--- config.mk ---
export PLATFORM = sky130hd
export DESIGN_NAME = rvite_exec
export DESIGN_NICKNAME = d
export VERILOG_FILES = /design/src/rtl/rvite_pkg.sv /design/src/rtl/rvite_exec.sv
export SDC_FILE = /design/constraint.sdc
export NUM_CORES = 1
export LEC_CHECK = 0
export ABC_AREA = 1
export BUFFER_PORTS_ARGS = -buffer_cell sky130_fd_sc_hd__buf_2
export CAP_MARGIN = 20
export CORE_ASPECT_RATIO = 0.9
export CORE_UTILIZATION = 58
export DETAILED_ROUTE_END_ITERATION = 8
export PLACE_DENSITY = 0.87
export SETUP_SLACK_MARGIN = 0.3
export SLEW_MARGIN = 20
export SYNTH_ARGS = -nofsm -noshare
export SYNTH_HDL_FRONTEND = slang
export SYNTH_SLANG_ARGS = --single-unit
export TNS_END_PERCENT = 30
--- constraint.sdc ---
create_clock -name vclk -period 2.57
set_input_delay 0 -clock vclk [all_inputs]
set_output_delay 0 -clock vclk [all_outputs]
set_load 0.1 [all_outputs]
--- src/rtl/rvite_pkg.sv ---
// Shared types and constants for the RV32I I-type execute unit.
// Depends on nothing; rvite_if, rvite_exec and the top level use it.
`timescale 1ns / 1ps

package rvite_pkg;

  localparam int XLEN      = 32;
  localparam int NREGS     = 32;
  localparam int REG_AW    = 5;

  // Data memory: byte addressed, split into four byte lanes of equal depth.
  // The size is a power of two and at most 4096, so the preload address covers it.
  localparam int MEM_BYTES = 4096;
  localparam int MEM_AW    = $clog2(MEM_BYTES);
  localparam int LANES     = 4;
  localparam int ROWS      = MEM_BYTES / LANES;
  localparam int ROW_AW    = MEM_AW - 2;

  localparam logic KIND_EXEC    = 1'b0;
  localparam logic KIND_PRELOAD = 1'b1;

  localparam logic [6:0] OPC_LOAD  = 7'h03;
  localparam logic [6:0] OPC_OPIMM = 7'h13;
  localparam logic [6:0] OPC_JALR  = 7'h67;

  localparam logic [2:0] F3_JALR  = 3'd0;

  localparam logic [2:0] F3_LB    = 3'd0;
  localparam logic [2:0] F3_LH    = 3'd1;
  localparam logic [2:0] F3_LW    = 3'd2;
  localparam logic [2:0] F3_LBU   = 3'd4;
  localparam logic [2:0] F3_LHU   = 3'd5;

  localparam logic [2:0] F3_ADDI  = 3'd0;
  localparam logic [2:0] F3_SLLI  = 3'd1;
  localparam logic [2:0] F3_SLTI  = 3'd2;
  localparam logic [2:0] F3_SLTIU = 3'd3;
  localparam logic [2:0] F3_XORI  = 3'd4;
  localparam logic [2:0] F3_SRXI  = 3'd5;
  localparam logic [2:0] F3_ORI   = 3'd6;
  localparam logic [2:0] F3_ANDI  = 3'd7;

  localparam logic [6:0] F7_ZERO  = 7'h00;
  localparam logic [6:0] F7_SRA   = 7'h20;

  typedef struct packed {
    logic        kind;
    logic [31:0] instr_word;
    logic [31:0] pc_value;
    logic [11:0] preload_address;
    logic [7:0]  preload_byte;
  } in_word_t;

  typedef struct packed {
    logic               reg_written;
    logic [4:0]         dest_index;
    logic signed [31:0] dest_value;
    logic               jumped;
    logic [31:0]        next_pc;
    logic               illegal;
  } out_word_t;

  // Decoded and computed result of one item, handed from the execute logic to the top.
  typedef struct packed {
    logic              preload;
    logic              illegal;
    logic              wr;
    logic [REG_AW-1:0] rd;
    logic [XLEN-1:0]   value;
    logic              is_load;
    logic [2:0]        f3;
    logic [MEM_AW-1:0] addr;
    logic              jumped;
    logic [XLEN-1:0]   next_pc;
  } exec_t;

endpackage

--- src/rtl/rvite_exec.sv ---
// Decode and combinational compute of one I-type instruction or preload word.
// Depends on rvite_pkg.
`timescale 1ns / 1ps

module rvite_exec (
  input  rvite_pkg::in_word_t       item,
  input  logic [rvite_pkg::XLEN-1:0] opnd_a,
  output rvite_pkg::exec_t          ex
);
  import rvite_pkg::*;

  logic [31:0]       iw;
  logic [6:0]        opc;
  logic [4:0]        rd;
  logic [2:0]        f3;
  logic [4:0]        shamt;
  logic [6:0]        f7;
  logic [XLEN-1:0]   imm;
  logic [XLEN-1:0]   sum;
  logic [XLEN-1:0]   val;
  logic [XLEN-1:0]   npc;
  logic              ill;
  logic              jmp;
  logic              ld;
  logic              pre;

  assign iw    = item.instr_word;
  assign opc   = iw[6:0];
  assign rd    = iw[11:7];
  assign f3    = iw[14:12];
  assign shamt = iw[24:20];
  assign f7    = iw[31:25];
  assign imm   = {{20{iw[31]}}, iw[31:20]};
  assign sum   = opnd_a + imm;
  assign pre   = (item.kind == KIND_PRELOAD);

  always_comb begin
    val = '0;
    npc = item.pc_value;
    ill = 1'b0;
    jmp = 1'b0;
    ld  = 1'b0;
    unique case (opc)
      OPC_JALR: begin
        if (f3 == F3_JALR) begin
          val = item.pc_value;
          npc = sum;
          jmp = 1'b1;
        end else begin
          ill = 1'b1;
        end
      end
      OPC_LOAD: begin
        unique case (f3)
          F3_LB, F3_LH, F3_LW, F3_LBU, F3_LHU: ld = 1'b1;
          default: ill = 1'b1;
        endcase
      end
      OPC_OPIMM: begin
        unique case (f3)
          F3_ADDI:  val = sum;
          F3_SLTI:  val = {31'd0, $signed(opnd_a) < $signed(imm)};
          F3_SLTIU: val = {31'd0, opnd_a < imm};
          F3_XORI:  val = opnd_a ^ imm;
          F3_ORI:   val = opnd_a | imm;
          F3_ANDI:  val = opnd_a & imm;
          F3_SLLI: begin
            if (f7 == F7_ZERO) val = opnd_a << shamt;
            else ill = 1'b1;
          end
          F3_SRXI: begin
            if (f7 == F7_ZERO) val = opnd_a >> shamt;
            else if (f7 == F7_SRA) val = $unsigned($signed(opnd_a) >>> shamt);
            else ill = 1'b1;
          end
        endcase
      end
      default: ill = 1'b1;
    endcase
  end

  always_comb begin
    ex.preload = pre;
    ex.illegal = !pre && ill;
    ex.wr      = !pre && !ill && (rd != '0);
    ex.rd      = (pre || ill) ? '0 : rd;
    ex.value   = (pre || ill) ? '0 : val;
    ex.is_load = !pre && !ill && ld;
    ex.f3      = f3;
    ex.addr    = sum[MEM_AW-1:0];
    ex.jumped  = !pre && !ill && jmp;
    ex.next_pc = (pre || ill) ? item.pc_value : npc;
  end

endmodule

==> impl_metrics.env, run 1 <==
export IMPL_run_status="did not finish"
export IMPL_lastStage="global routing"
export IMPL_error="[ERROR GRT-0116] Global routing finished with congestion. Check the congestion regions in the DRC Viewer."
export IMPL_synth_yosys_seq_area_share_pct=0
export IMPL_netlist_area_leader_share_pct=21.71
export IMPL_pin_count=206
export IMPL_synth_top_area_cell="sky130_fd_sc_hd__nand2_1"
export IMPL_numPortBuffers=181
export IMPL_post_synth_inst_count=1750
export IMPL_syn_nets=1965
export IMPL_ys_top_cells_by_area="sky130_fd_sc_hd__nand2_1 (22%), sky130_fd_sc_hd__nand3_1 (16%), sky130_fd_sc_hd__ha_1 (14%)"
export IMPL_synth_warning_count=0
export IMPL_fp_dieW_um=132.3
export IMPL_placementRows=42
export IMPL_maximum_number_of_pins_on_one_net_before_global_route_repair=71
export IMPL_avgSynthCellArea_um2=5.068
export IMPL_starting_density_pct=59.84
export IMPL_detailed_place_area_mm2=0.01245
export IMPL_hpwl_um=34610
export IMPL_post_synth_instance_area_mm2=0.008869
export IMPL_die_height_um=119.3
export IMPL_synth_lib_cells_used_distinct=40
export IMPL_grt_pass1_wl_um=105700
export IMPL_grt_use_total_pct=85.43
export IMPL_gp_congestion=1.224
export IMPL_grt_pass1_vias=17740
export IMPL_total_overflow_reported_by_the_global_router=327
what timing repair did:
| item | 4_1_cts |
|---|---|
| pin swaps | 34 |
| setup endpoints to repair | 63 |
| setup buffers | 30 |
| endpoints found under the hold margin | 0 |
| gates cloned | 9 |
| resized for setup | 132 |
| hold buffers | 0 |
through the flow:
step	worst slack [ns]	cells	utilization [%]
after global placement	0.1375	2096	84.01
after CTS	0.2403	2135	90.49
after detailed placement	-0.01002	2096	84.01
after floorplan	-0.3463	1750	-
metal layers:
metal,overflow,track usage (%)
met5,2,43.79
met4,119,88.79
met3,9,73.44
met2,189,102.1
met1,8,81.71
cells in the mapped netlist, types with 7 or more instances:
library cell and instances:
sky130_fd_sc_hd__mux2i_1 10, sky130_fd_sc_hd__buf_4 8, sky130_fd_sc_hd__nand3_1 281, sky130_fd_sc_hd__buf_1 15
sky130_fd_sc_hd__xor2_1 12, sky130_fd_sc_hd__inv_1 187, sky130_fd_sc_hd__o21bai_1 7, sky130_fd_sc_hd__o21a_1 16
sky130_fd_sc_hd__a211oi_1 12, sky130_fd_sc_hd__clkbuf_1 49, sky130_fd_sc_hd__ha_1 97, sky130_fd_sc_hd__o211ai_1 32
sky130_fd_sc_hd__a31oi_1 20, sky130_fd_sc_hd__a21oi_1 134, sky130_fd_sc_hd__o21ai_0 120, sky130_fd_sc_hd__o22ai_1 9
sky130_fd_sc_hd__nor2_1 122, sky130_fd_sc_hd__o221ai_1 12, sky130_fd_sc_hd__nand4_1 19, sky130_fd_sc_hd__buf_2 28
sky130_fd_sc_hd__nor3_1 13, sky130_fd_sc_hd__nand2_1 513
kinds of logic after synthesis:
logic type | count (synthesis) | synth area share, %
muxes | 10 | 1.129
adders and majority gates | 98 | 13.91
and+or+nand+nor | 962 | 46.23
xor gates and xnor gates | 12 | 1.185
buffers and inverters | 294 | 13.26
AOI/OAI and AO/OA | 374 | 24.28
==> run 2: changes to the inputs <==
--- a/config.mk
+++ b/config.mk
@@ -8,11 +8,9 @@
 export ABC_AREA = 1
 export BUFFER_PORTS_ARGS = -buffer_cell sky130_fd_sc_hd__buf_2
 export CAP_MARGIN = 20
-export CORE_ASPECT_RATIO = 0.9
-export CORE_UTILIZATION = 58
+export CORE_UTILIZATION = 40
 export DETAILED_ROUTE_END_ITERATION = 8
-export PLACE_DENSITY = 0.87
-export SETUP_SLACK_MARGIN = 0.3
+export PLACE_DENSITY_LB_ADDON = 0.15
 export SLEW_MARGIN = 20
 export SYNTH_ARGS = -nofsm -noshare
 export SYNTH_HDL_FRONTEND = slang
==> run 2 against run 1 <==
Net effect:
- the run now ends clean
- area after synthesis is the same
- synthesized cell count is the same
==> impl_metrics.env, run 2 <==
export IMPL_buffers_inverters_on_critical_path=5
export IMPL_final_period_minus_worst_setup_slack_ns=2.561
export IMPL_avgSynthCellArea_um2=5.068
export IMPL_post_route_util_pct=58.49
export IMPL_cp_top_family="simple AND/OR/NAND/NOR gates"
export IMPL_combinationalPowerShare_pct=100.0
export IMPL_hold_path_depth=3
export IMPL_syn_nets=1965
export IMPL_placementRows=54
export IMPL_run_status="completed"
export IMPL_synth_yosys_seq_area_share_pct=0
export IMPL_design_die_area_mm2=0.02277
export IMPL_synth_lib_cells_used_distinct=40
export IMPL_final_seq_area_um2=0
export IMPL_whs_endpoint="ex[87]"
export IMPL_power_frac_seq_pct=0
export IMPL_n_diodes=0
export IMPL_nFlopsAndLatches=0
export IMPL_report_final_slew_viol_count=0
export IMPL_post_cts_hold_buffer_count=0
export IMPL_relSlewSlack_pct=49.72
export IMPL_post_synth_inst_count=1750
export IMPL_vdd_ir_drop_worst_v=0.0001837
export IMPL_numPortBuffers=181
export IMPL_area_growth_pct=43.48
export IMPL_multi_input_comb_area_mm2=0.008660
export IMPL_ys_top_cells_by_area="sky130_fd_sc_hd__nand2_1 (22%), sky130_fd_sc_hd__nand3_1 (16%), sky130_fd_sc_hd__ha_1 (14%)"
export IMPL_design_final_nets=2138
export IMPL_most_frequent_cell_after_synthesis="sky130_fd_sc_hd__nand2_1"
export IMPL_worst_path_largest_cell_delay_ns=0.58
export IMPL_worstMarginPinSlew_ns=0.7514
export IMPL_max_freq_mhz=390.5
export IMPL_netlist_area_leader_share_pct=21.71
export IMPL_starting_density_pct=40.76
export IMPL_wl_per_cell_um=20.79
export IMPL_yosys_top_cells_count="sky130_fd_sc_hd__nand2_1 (513), sky130_fd_sc_hd__nand3_1 (281), sky130_fd_sc_hd__inv_1 (187)"
export IMPL_grt_pass1_vias=11760
export IMPL_clock_buffer_count=0
export IMPL_drt_first_pass_iters=6
export IMPL_internal_power_uw=927.3
export IMPL_grt_setup_unrepaired="true"
export IMPL_total_switching_power_uw=2001
export IMPL_detailedRoute_firstIterationViolations=1631
export IMPL_finalCritPeriodShare_pct=99.65
export IMPL_pin_count=206
export IMPL_max_cap_violations=0
export IMPL_drive_above_1_share_pct=20.87
export IMPL_detail_route_wirelength_um=45750
export IMPL_drcViolationCount=0
export IMPL_synth_warning_count=0
export IMPL_core_area_mm2=0.02176
export IMPL_grt_antenna_before_repair=0
export IMPL_hold_path_startpoint="item[84]"
export IMPL_die_height_um=150.9
export IMPL_report_final_setup_viol=0
export IMPL_mostFrequentLayoutCell="sky130_fd_sc_hd__nand2_1"
export IMPL_routed_via_count=13210
export IMPL_critical_path_required_ns=2.57
export IMPL_final_hold_violation_count=0
export IMPL_timing_critical_path_fanout_max=25
export IMPL_total_overflow_reported_by_the_global_router=0
export IMPL_fill_cells=2290
export IMPL_grt_pass1_wl_um=68110
export IMPL_hpwl_um=37910
export IMPL_timing_final_ws_setup_ns=0.008890
export IMPL_critPathLaunchType="input port"
export IMPL_power_clock_fraction_pct=0
export IMPL_ant_nets=0
export IMPL_cellLeakagePower_uw=0.005898
export IMPL_path_cells="buf_2 -> clkinvlp_4 -> buf_12 -> nand4_2 -> nor2_4 -> buf_4 -> nor2_1 -> nand3_1 -> nand4_1 -> nand3_1 -> nand2_2 -> a21oi_4 -> buf_12"
export IMPL_mostFrequentLayoutCells="sky130_fd_sc_hd__nand2_1 (498), sky130_fd_sc_hd__nand3_1 (275), sky130_fd_sc_hd__inv_1 (184)"
export IMPL_crit_type="in -> out"
export IMPL_dr_vias_cell=6.001
export IMPL_dpl_worst_slack_ns=-0.0003491
export IMPL_timing_hold_worst_class="in -> out"
export IMPL_synth_top_area_cell="sky130_fd_sc_hd__nand2_1"
export IMPL_post_synth_instance_area_mm2=0.008869
export IMPL_post_cts_repair_setup_buffers=0
export IMPL_fraction_of_power_spent_switching_nets_pct=68.33
export IMPL_critPathArrivalTime_ns=2.56
export IMPL_fp_dieW_um=150.9
export IMPL_power_per_cell_area_mw_per_mm2=230.1
export IMPL_grt_use_total_pct=39.22
export IMPL_gp_congestion=1.069
export IMPL_worstSetupEndpointType="output pin"
export IMPL_maximum_number_of_pins_on_one_net_before_global_route_repair=73
export IMPL_worst_path_max_delay_cell="sky130_fd_sc_hd__nor2_1"
-- run 2: cell counts after synthesis --
No cell type changed its count.
-- run 2: metrics by stage --
step / std cells / TNS (ns) / area, µm² / hold slack, ns / power, µW
global route: 2201 / -0.6684 / 12720 / 0.3641 / 3105
floorplan: 1750 / -6.973 / 9912 / 0.2115 / 1835
detailed placement: 2201 / -0.0003491 / 12680 / 0.3541 / 2852
finish: 2201 / 0 / 12720 / 0.3589 / 2928
CTS: 2201 / 0 / 12690 / 0.3537 / 2862
global placement: 2201 / -0.06688 / 12680 / 0.3504 / 2837
-- run 2: logic make-up (layout without fill, tap and decap cells) --
family / Yosys count / after routing / share of synthesized area (%)
simple gates: 962 / 962 / 46.23
xor+xnor: 12 / 12 / 1.185
buf+inv: 294 / 465 / 13.26
fa+ha+maj: 98 / 98 / 13.91
mux: 10 / 10 / 1.129
compound gates: 374 / 374 / 24.28
-- run 2: routing by layer --
| layer | GRT usage, % | vias to the layer above | part of all wire, % |
|---|---|---|---|
| met5 | 0 | - | 0 |
| met4 | 19.25 | 0 | 5.6 |
| met3 | 6.596 | 120 | 11 |
| met2 | 60.30 | 832 | 43 |
| met1 | 52.58 | 6043 | 40 |
| li1 | - | 6213 | - |
-- run 2: worst max path at each step --
stage | depth (start not counted) | to | slack [ns] | start
after CTS | 15 | ex[79] | 0.04 | item[83]
after global placement | 16 | ex[75] | -0.04 | item[83]
after global routing | 18 | ex[74] | -0.07 | item[83]
after floorplan | 14 | ex[59] | -0.35 | item[75]
final | 13 | ex[60] | 0.009 | item[83]
after detailed placement | 16 | ex[75] | -0.0003 | item[83]
-- run 2: repair_timing --
action | 4_1_cts | 5_1_grt
setup endpoints to repair | 2 | 21
pin swaps | 0 | 2
gates resized for setup | 1 | 19
-- run 2: layout make-up --
type	count	area share (%)
timing repair buffer	272	23.36
tap	280	2.753
multi-input combinational	1456	68.05
inverter	193	5.831
-- run 2: power groups by stage --
stage	Combinational [µW]	Sequential, µW	Clock, µW
after floorplan	1830	0	0
after global placement	2840	0	0
after detailed placement	2850	0	0
after CTS	2860	0	0
after global routing	3110	0	0
final	2930	0	0
(Power assumes the default switching activity.)
==> run 3: changes to the inputs <==
--- a/config.mk
+++ b/config.mk
@@ -11,6 +11,7 @@
 export CORE_UTILIZATION = 40
 export DETAILED_ROUTE_END_ITERATION = 8
 export PLACE_DENSITY_LB_ADDON = 0.15
+export RECOVER_POWER = 50
 export SLEW_MARGIN = 20
 export SYNTH_ARGS = -nofsm -noshare
 export SYNTH_HDL_FRONTEND = slang
==> constraint.sdc (replaced) <==
create_clock -name vclk -period 3.2
set_input_delay 0 -clock vclk [all_inputs]
set_output_delay 0 -clock vclk [all_outputs]
set_load 0.1 [all_outputs]
==> run 3 against run 2 <==
Net effect:
- routed wire length is 2.0% lower
- highest routed layer unchanged
- design area shrank 12%
- critical endpoint is now ex[78]
- flip-flop and latch count is the same
- critical path depth is 1 higher
==> impl_metrics.env, run 3 (synthesized netlist as in run 2, its figures left out) <==
export IMPL_max_freq_mhz=335.7
export IMPL_clock_buffer_count=0
export IMPL_core_area_mm2=0.02176
export IMPL_dr_vias_cell=5.909
export IMPL_routed_via_count=12730
export IMPL_worstSetupEndpointType="output pin"
export IMPL_ant_nets=0
export IMPL_cellLeakagePower_uw=0.005431
export IMPL_mostFrequentLayoutCell="sky130_fd_sc_hd__nand2_1"
export IMPL_power_frac_seq_pct=0
export IMPL_post_cts_hold_buffer_count=0
export IMPL_final_seq_area_um2=0
export IMPL_starting_density_pct=40.76
export IMPL_report_final_setup_viol=0
export IMPL_hold_path_startpoint="item[59]"
export IMPL_report_final_slew_viol_count=0
export IMPL_power_clock_fraction_pct=0
export IMPL_critPathArrivalTime_ns=2.98
export IMPL_grt_util_met3_pct=5.301
export IMPL_critPathLaunchType="input port"
export IMPL_internal_power_uw=580.2
export IMPL_numPortBuffers=181
export IMPL_design_final_nets=2091
export IMPL_timing_hold_worst_class="in -> out"
export IMPL_power_per_cell_area_mw_per_mm2=187.8
export IMPL_total_switching_power_uw=1512
export IMPL_gp_congestion=1.050
export IMPL_post_route_util_pct=51.23
export IMPL_met2_global_route_usage_pct=61.24
export IMPL_final_period_minus_worst_setup_slack_ns=2.979
export IMPL_n_diodes=0
export IMPL_drt_first_pass_iters=6
export IMPL_cts_resized_gates=0
export IMPL_grt_antenna_before_repair=0
export IMPL_whs_endpoint="ex[81]"
export IMPL_postLayoutCellArea_mm2=0.01114
export IMPL_detail_route_wirelength_um=44840
export IMPL_fp_dieW_um=150.9
export IMPL_relSlewSlack_pct=20.09
export IMPL_detailedRoute_firstIterationViolations=1685
export IMPL_hpwl_um=36640
export IMPL_grt_pass1_vias=10910
export IMPL_vdd_ir_drop_worst_v=0.0001079
export IMPL_wl_per_cell_um=20.82
export IMPL_grt_pass1_wl_um=66410
export IMPL_area_growth_pct=25.66
export IMPL_setup_total_negative_slack_ns=0
export IMPL_finalCritPeriodShare_pct=93.09
export IMPL_combinationalPowerShare_pct=100.0
export IMPL_total_overflow_reported_by_the_global_router=0
export IMPL_crit_type="in -> out"
export IMPL_met1_usage_pct=52.60
export IMPL_drcViolationCount=0
export IMPL_pin_count=206
export IMPL_post_cts_repair_setup_buffers=0
export IMPL_fill_cells=2387
export IMPL_timing_critical_path_fanout_max=6
export IMPL_maximum_number_of_pins_on_one_net_before_global_route_repair=74
export IMPL_hold_path_depth=4
export IMPL_nFlopsAndLatches=0
export IMPL_final_hold_violation_count=0
export IMPL_die_height_um=150.9
export IMPL_mostFrequentLayoutCells="sky130_fd_sc_hd__nand2_1 (512), sky130_fd_sc_hd__nand3_1 (281), sky130_fd_sc_hd__inv_1 (185)"
export IMPL_worstMarginPinSlew_ns=1.204
export IMPL_grt_setup_unrepaired="false"
export IMPL_drive_above_1_share_pct=13.66
export IMPL_grt_use_total_pct=38.22
export IMPL_placementRows=54
export IMPL_design_die_area_mm2=0.02277
export IMPL_grt_busiest_layer="met2"
export IMPL_fraction_of_power_spent_switching_nets_pct=72.27
export IMPL_max_cap_violations=0
export IMPL_critical_path_required_ns=3.20
export IMPL_hold_slack_ns=0.3778
export IMPL_run_status="completed"
export IMPL_detailed_place_area_mm2=0.01153
## run 3: cell count changes in the layout (fill, tap and decap cells not counted), moves of 13 or more
cell,change
sky130_fd_sc_hd__nand2_1,+14
sky130_fd_sc_hd__o21ai_1,-13
sky130_fd_sc_hd__a21oi_4,-28
sky130_fd_sc_hd__o21ai_0,+13
sky130_fd_sc_hd__a21oi_1,+28
sky130_fd_sc_hd__clkbuf_2,+15
sky130_fd_sc_hd__buf_12,-33
sky130_fd_sc_hd__a31oi_1,+13
sky130_fd_sc_hd__buf_4,-42
sky130_fd_sc_hd__clkbuf_1,+15
## run 3: how the worst max path moves through the flow
stage / startpoint / to / cells after the start / slack (ns)
final: opnd_a[8] / ex[78] / 14 / 0.22
after global routing: opnd_a[8] / ex[78] / 14 / 0.16
after CTS: item[72] / ex[75] / 13 / 0.47
after detailed placement: item[72] / ex[75] / 13 / 0.47
after global placement: item[83] / ex[49] / 16 / 0.50
after floorplan: item[83] / ex[80] / 12 / -0.48
## run 3: final cells by class
class                      count  area, µm²  share of cell area [%]
inverter                     193      728.2                   6.534
multi-input combinational   1456       7938                   71.23
timing repair buffer         225       2128                   19.10
tap                          280      350.3                   3.144
## run 3: per-stage QoR
step | instances | total power [µW] | setup WS [ns]
final | 2154 | 2092 | 0.2210
after global routing | 2154 | 2229 | 0.1649
after CTS | 2154 | 2119 | 0.4685
after detailed placement | 2154 | 2114 | 0.4663
after global placement | 2154 | 2107 | 0.5004
after floorplan | 1750 | 1390 | -0.4834
## run 3: power by group through the flow
stage	Sequential, µW	Combinational (µW)	Clock, µW
floorplan	0	1390	0
global placement	0	2110	0
detailed placement	0	2110	0
CTS	0	2120	0
global route	0	2230	0
finish	0	2090	0
## run 3: per-layer routing
layer  part of all wire, %  wire length, µm
met2                    44            19890
met3                    10             4650
met5                     0                0
met4                   3.2             1450
met1                    42            18850
## run 3: critical path, cell delays in order
cell and delay [ns]:
sky130_fd_sc_hd__clkbuf_1 0.35, sky130_fd_sc_hd__inv_1 0.09, sky130_fd_sc_hd__ha_1 0.49, sky130_fd_sc_hd__nand2_1 0.17, sky130_fd_sc_hd__o21ai_0 0.47, sky130_fd_sc_hd__a21oi_1 0.16, sky130_fd_sc_hd__nand2_1 0.24, sky130_fd_sc_hd__nand3_1 0.18
sky130_fd_sc_hd__nand2_1 0.12, sky130_fd_sc_hd__nand2_1 0.07, sky130_fd_sc_hd__nand3_1 0.08, sky130_fd_sc_hd__nand3_1 0.09, sky130_fd_sc_hd__a21oi_1 0.26, sky130_fd_sc_hd__buf_12 0.22
==> run 4: changes to the inputs <==
--- a/config.mk
+++ b/config.mk
@@ -11,7 +11,7 @@
 export CORE_UTILIZATION = 40
 export DETAILED_ROUTE_END_ITERATION = 8
 export PLACE_DENSITY_LB_ADDON = 0.15
-export RECOVER_POWER = 50
+export RECOVER_POWER = 25
 export SLEW_MARGIN = 20
 export SYNTH_ARGS = -nofsm -noshare
 export SYNTH_HDL_FRONTEND = slang
==> run 4 against run 3 <==
Net effect:
- maximum frequency up 0.51%
- design area up 2.1%
- critical path depth did not move
- non-clock buffer count unchanged
- worst setup slack gained 0.015 ns
- core utilization grew 1.1 points
==> impl_metrics.env, run 4 (synthesized netlist as in run 2, its figures left out) <==
export IMPL_run_status="completed"
export IMPL_fill_cells=2356
export IMPL_design_final_nets=2091
export IMPL_dr_vias_cell=5.889
export IMPL_placementRows=54
export IMPL_clock_buffer_count=0
export IMPL_final_seq_area_um2=0
export IMPL_mostFrequentLayoutCell="sky130_fd_sc_hd__nand2_1"
export IMPL_gp_congestion=1.050
export IMPL_drcViolationCount=0
export IMPL_setup_total_negative_slack_ns=0
export IMPL_maximum_number_of_pins_on_one_net_before_global_route_repair=74
export IMPL_drive_above_1_share_pct=13.71
export IMPL_final_hold_violation_count=0
export IMPL_final_period_minus_worst_setup_slack_ns=2.964
export IMPL_numPortBuffers=181
export IMPL_detail_route_wirelength_um=44650
export IMPL_grt_pass1_wl_um=66410
export IMPL_core_area_mm2=0.02176
export IMPL_grt_setup_unrepaired="false"
export IMPL_relSlewSlack_pct=20.09
export IMPL_worstSetupEndpointType="output pin"
export IMPL_fp_dieW_um=150.9
export IMPL_critPathArrivalTime_ns=2.96
export IMPL_critical_path_required_ns=3.20
export IMPL_report_final_setup_viol=0
export IMPL_hold_path_depth=4
export IMPL_finalCritPeriodShare_pct=92.62
export IMPL_hpwl_um=36640
export IMPL_crit_type="in -> out"
export IMPL_grt_pass1_vias=10910
export IMPL_vdd_ir_drop_worst_v=0.0001086
export IMPL_max_freq_mhz=337.4
export IMPL_grt_use_total_pct=38.22
export IMPL_ant_nets=0
export IMPL_hold_path_startpoint="item[59]"
export IMPL_cellLeakagePower_uw=0.005508
export IMPL_worstMarginPinSlew_ns=1.204
export IMPL_grt_antenna_before_repair=0
export IMPL_pin_count=206
export IMPL_max_cap_violations=0
export IMPL_detailedRoute_firstIterationViolations=1678
export IMPL_wl_per_cell_um=20.73
export IMPL_fin_total_pwr_uw=2118
export IMPL_mostFrequentLayoutCells="sky130_fd_sc_hd__nand2_1 (512), sky130_fd_sc_hd__nand3_1 (281), sky130_fd_sc_hd__inv_1 (185)"
export IMPL_design_die_area_mm2=0.02277
export IMPL_cts_resized_gates=0
export IMPL_total_overflow_reported_by_the_global_router=0
export IMPL_area_growth_pct=28.36
export IMPL_report_final_slew_viol_count=0
export IMPL_die_height_um=150.9
export IMPL_post_cts_repair_setup_buffers=0
export IMPL_power_per_cell_area_mw_per_mm2=186.1
export IMPL_drt_first_pass_iters=7
export IMPL_critPathLaunchType="input port"
export IMPL_whs_endpoint="ex[81]"
export IMPL_timing_critical_path_fanout_max=6
export IMPL_timing_hold_worst_class="in -> out"
export IMPL_n_diodes=0
export IMPL_post_cts_hold_buffer_count=0
export IMPL_routed_via_count=12690
export IMPL_starting_density_pct=40.76
export IMPL_nFlopsAndLatches=0
export IMPL_post_route_util_pct=52.32
-- run 4: changes by cell type in the layout (fill, tap and decap cells not counted) --
cell                       change
sky130_fd_sc_hd__buf_2         +1
sky130_fd_sc_hd__clkbuf_1      -1
sky130_fd_sc_hd__clkbuf_4      -1
sky130_fd_sc_hd__buf_12       +16
sky130_fd_sc_hd__clkbuf_2     -15
-- run 4: worst max path at each step --
| stage | startpoint | end | cells after the start |
|---|---|---|---|
| floorplan | item[83] | ex[80] | 12 |
| global placement | item[83] | ex[49] | 16 |
| detailed placement | item[72] | ex[75] | 13 |
| CTS | item[72] | ex[75] | 13 |
| global route | opnd_a[8] | ex[78] | 14 |
| finish | opnd_a[8] | ex[78] | 14 |
-- run 4: routing by layer --
metal | vias up | global-route usage [%] | routed length [µm]
li1 | 6115 | - | -
met1 | 5731 | 52.60 | 18540
met2 | 757 | 61.24 | 19710
met3 | 82 | 5.301 | 4845
met4 | 0 | 11.45 | 1554
met5 | - | 0 | 0
-- run 4: per-stage QoR --
stage                     worst slack (ns)  hold slack, ns  std cells  instance area (µm²)
final                               0.2362          0.3778       2154                11380
after global routing                0.1649          0.3850       2154                11380
after CTS                           0.4685          0.3750       2154                11530
after detailed placement            0.4663          0.3740       2154                11530
after global placement              0.5004          0.3680       2154                11530
after floorplan                    -0.4834          0.2115       1750                 9135
-- run 4: power by group --
group          internal [µW]  leakage (µW)  switching [µW]
registers                  0             0               0
clock network              0             0               0
logic                    604       0.00551            1510
-- run 4: final cells by class --
| class | count | area (µm²) | share of cell area, % |
|---|---|---|---|
| multi-input cells | 1456 | 7938 | 69.73 |
| repair buffers | 225 | 2367 | 20.80 |
| inverters | 193 | 728.2 | 6.397 |
| well taps | 280 | 350.3 | 3.078 |
-- run 4: worst max-delay path, stage by stage --
cell and delay (ns):
sky130_fd_sc_hd__clkbuf_1 0.35, sky130_fd_sc_hd__inv_1 0.09, sky130_fd_sc_hd__ha_1 0.49, sky130_fd_sc_hd__nand2_1 0.16, sky130_fd_sc_hd__o21ai_0 0.44, sky130_fd_sc_hd__a21oi_1 0.16
sky130_fd_sc_hd__nand2_1 0.24, sky130_fd_sc_hd__nand3_1 0.18, sky130_fd_sc_hd__nand2_1 0.12, sky130_fd_sc_hd__nand2_1 0.07, sky130_fd_sc_hd__nand3_1 0.08, sky130_fd_sc_hd__nand3_1 0.09
sky130_fd_sc_hd__a21oi_1 0.26, sky130_fd_sc_hd__buf_12 0.22
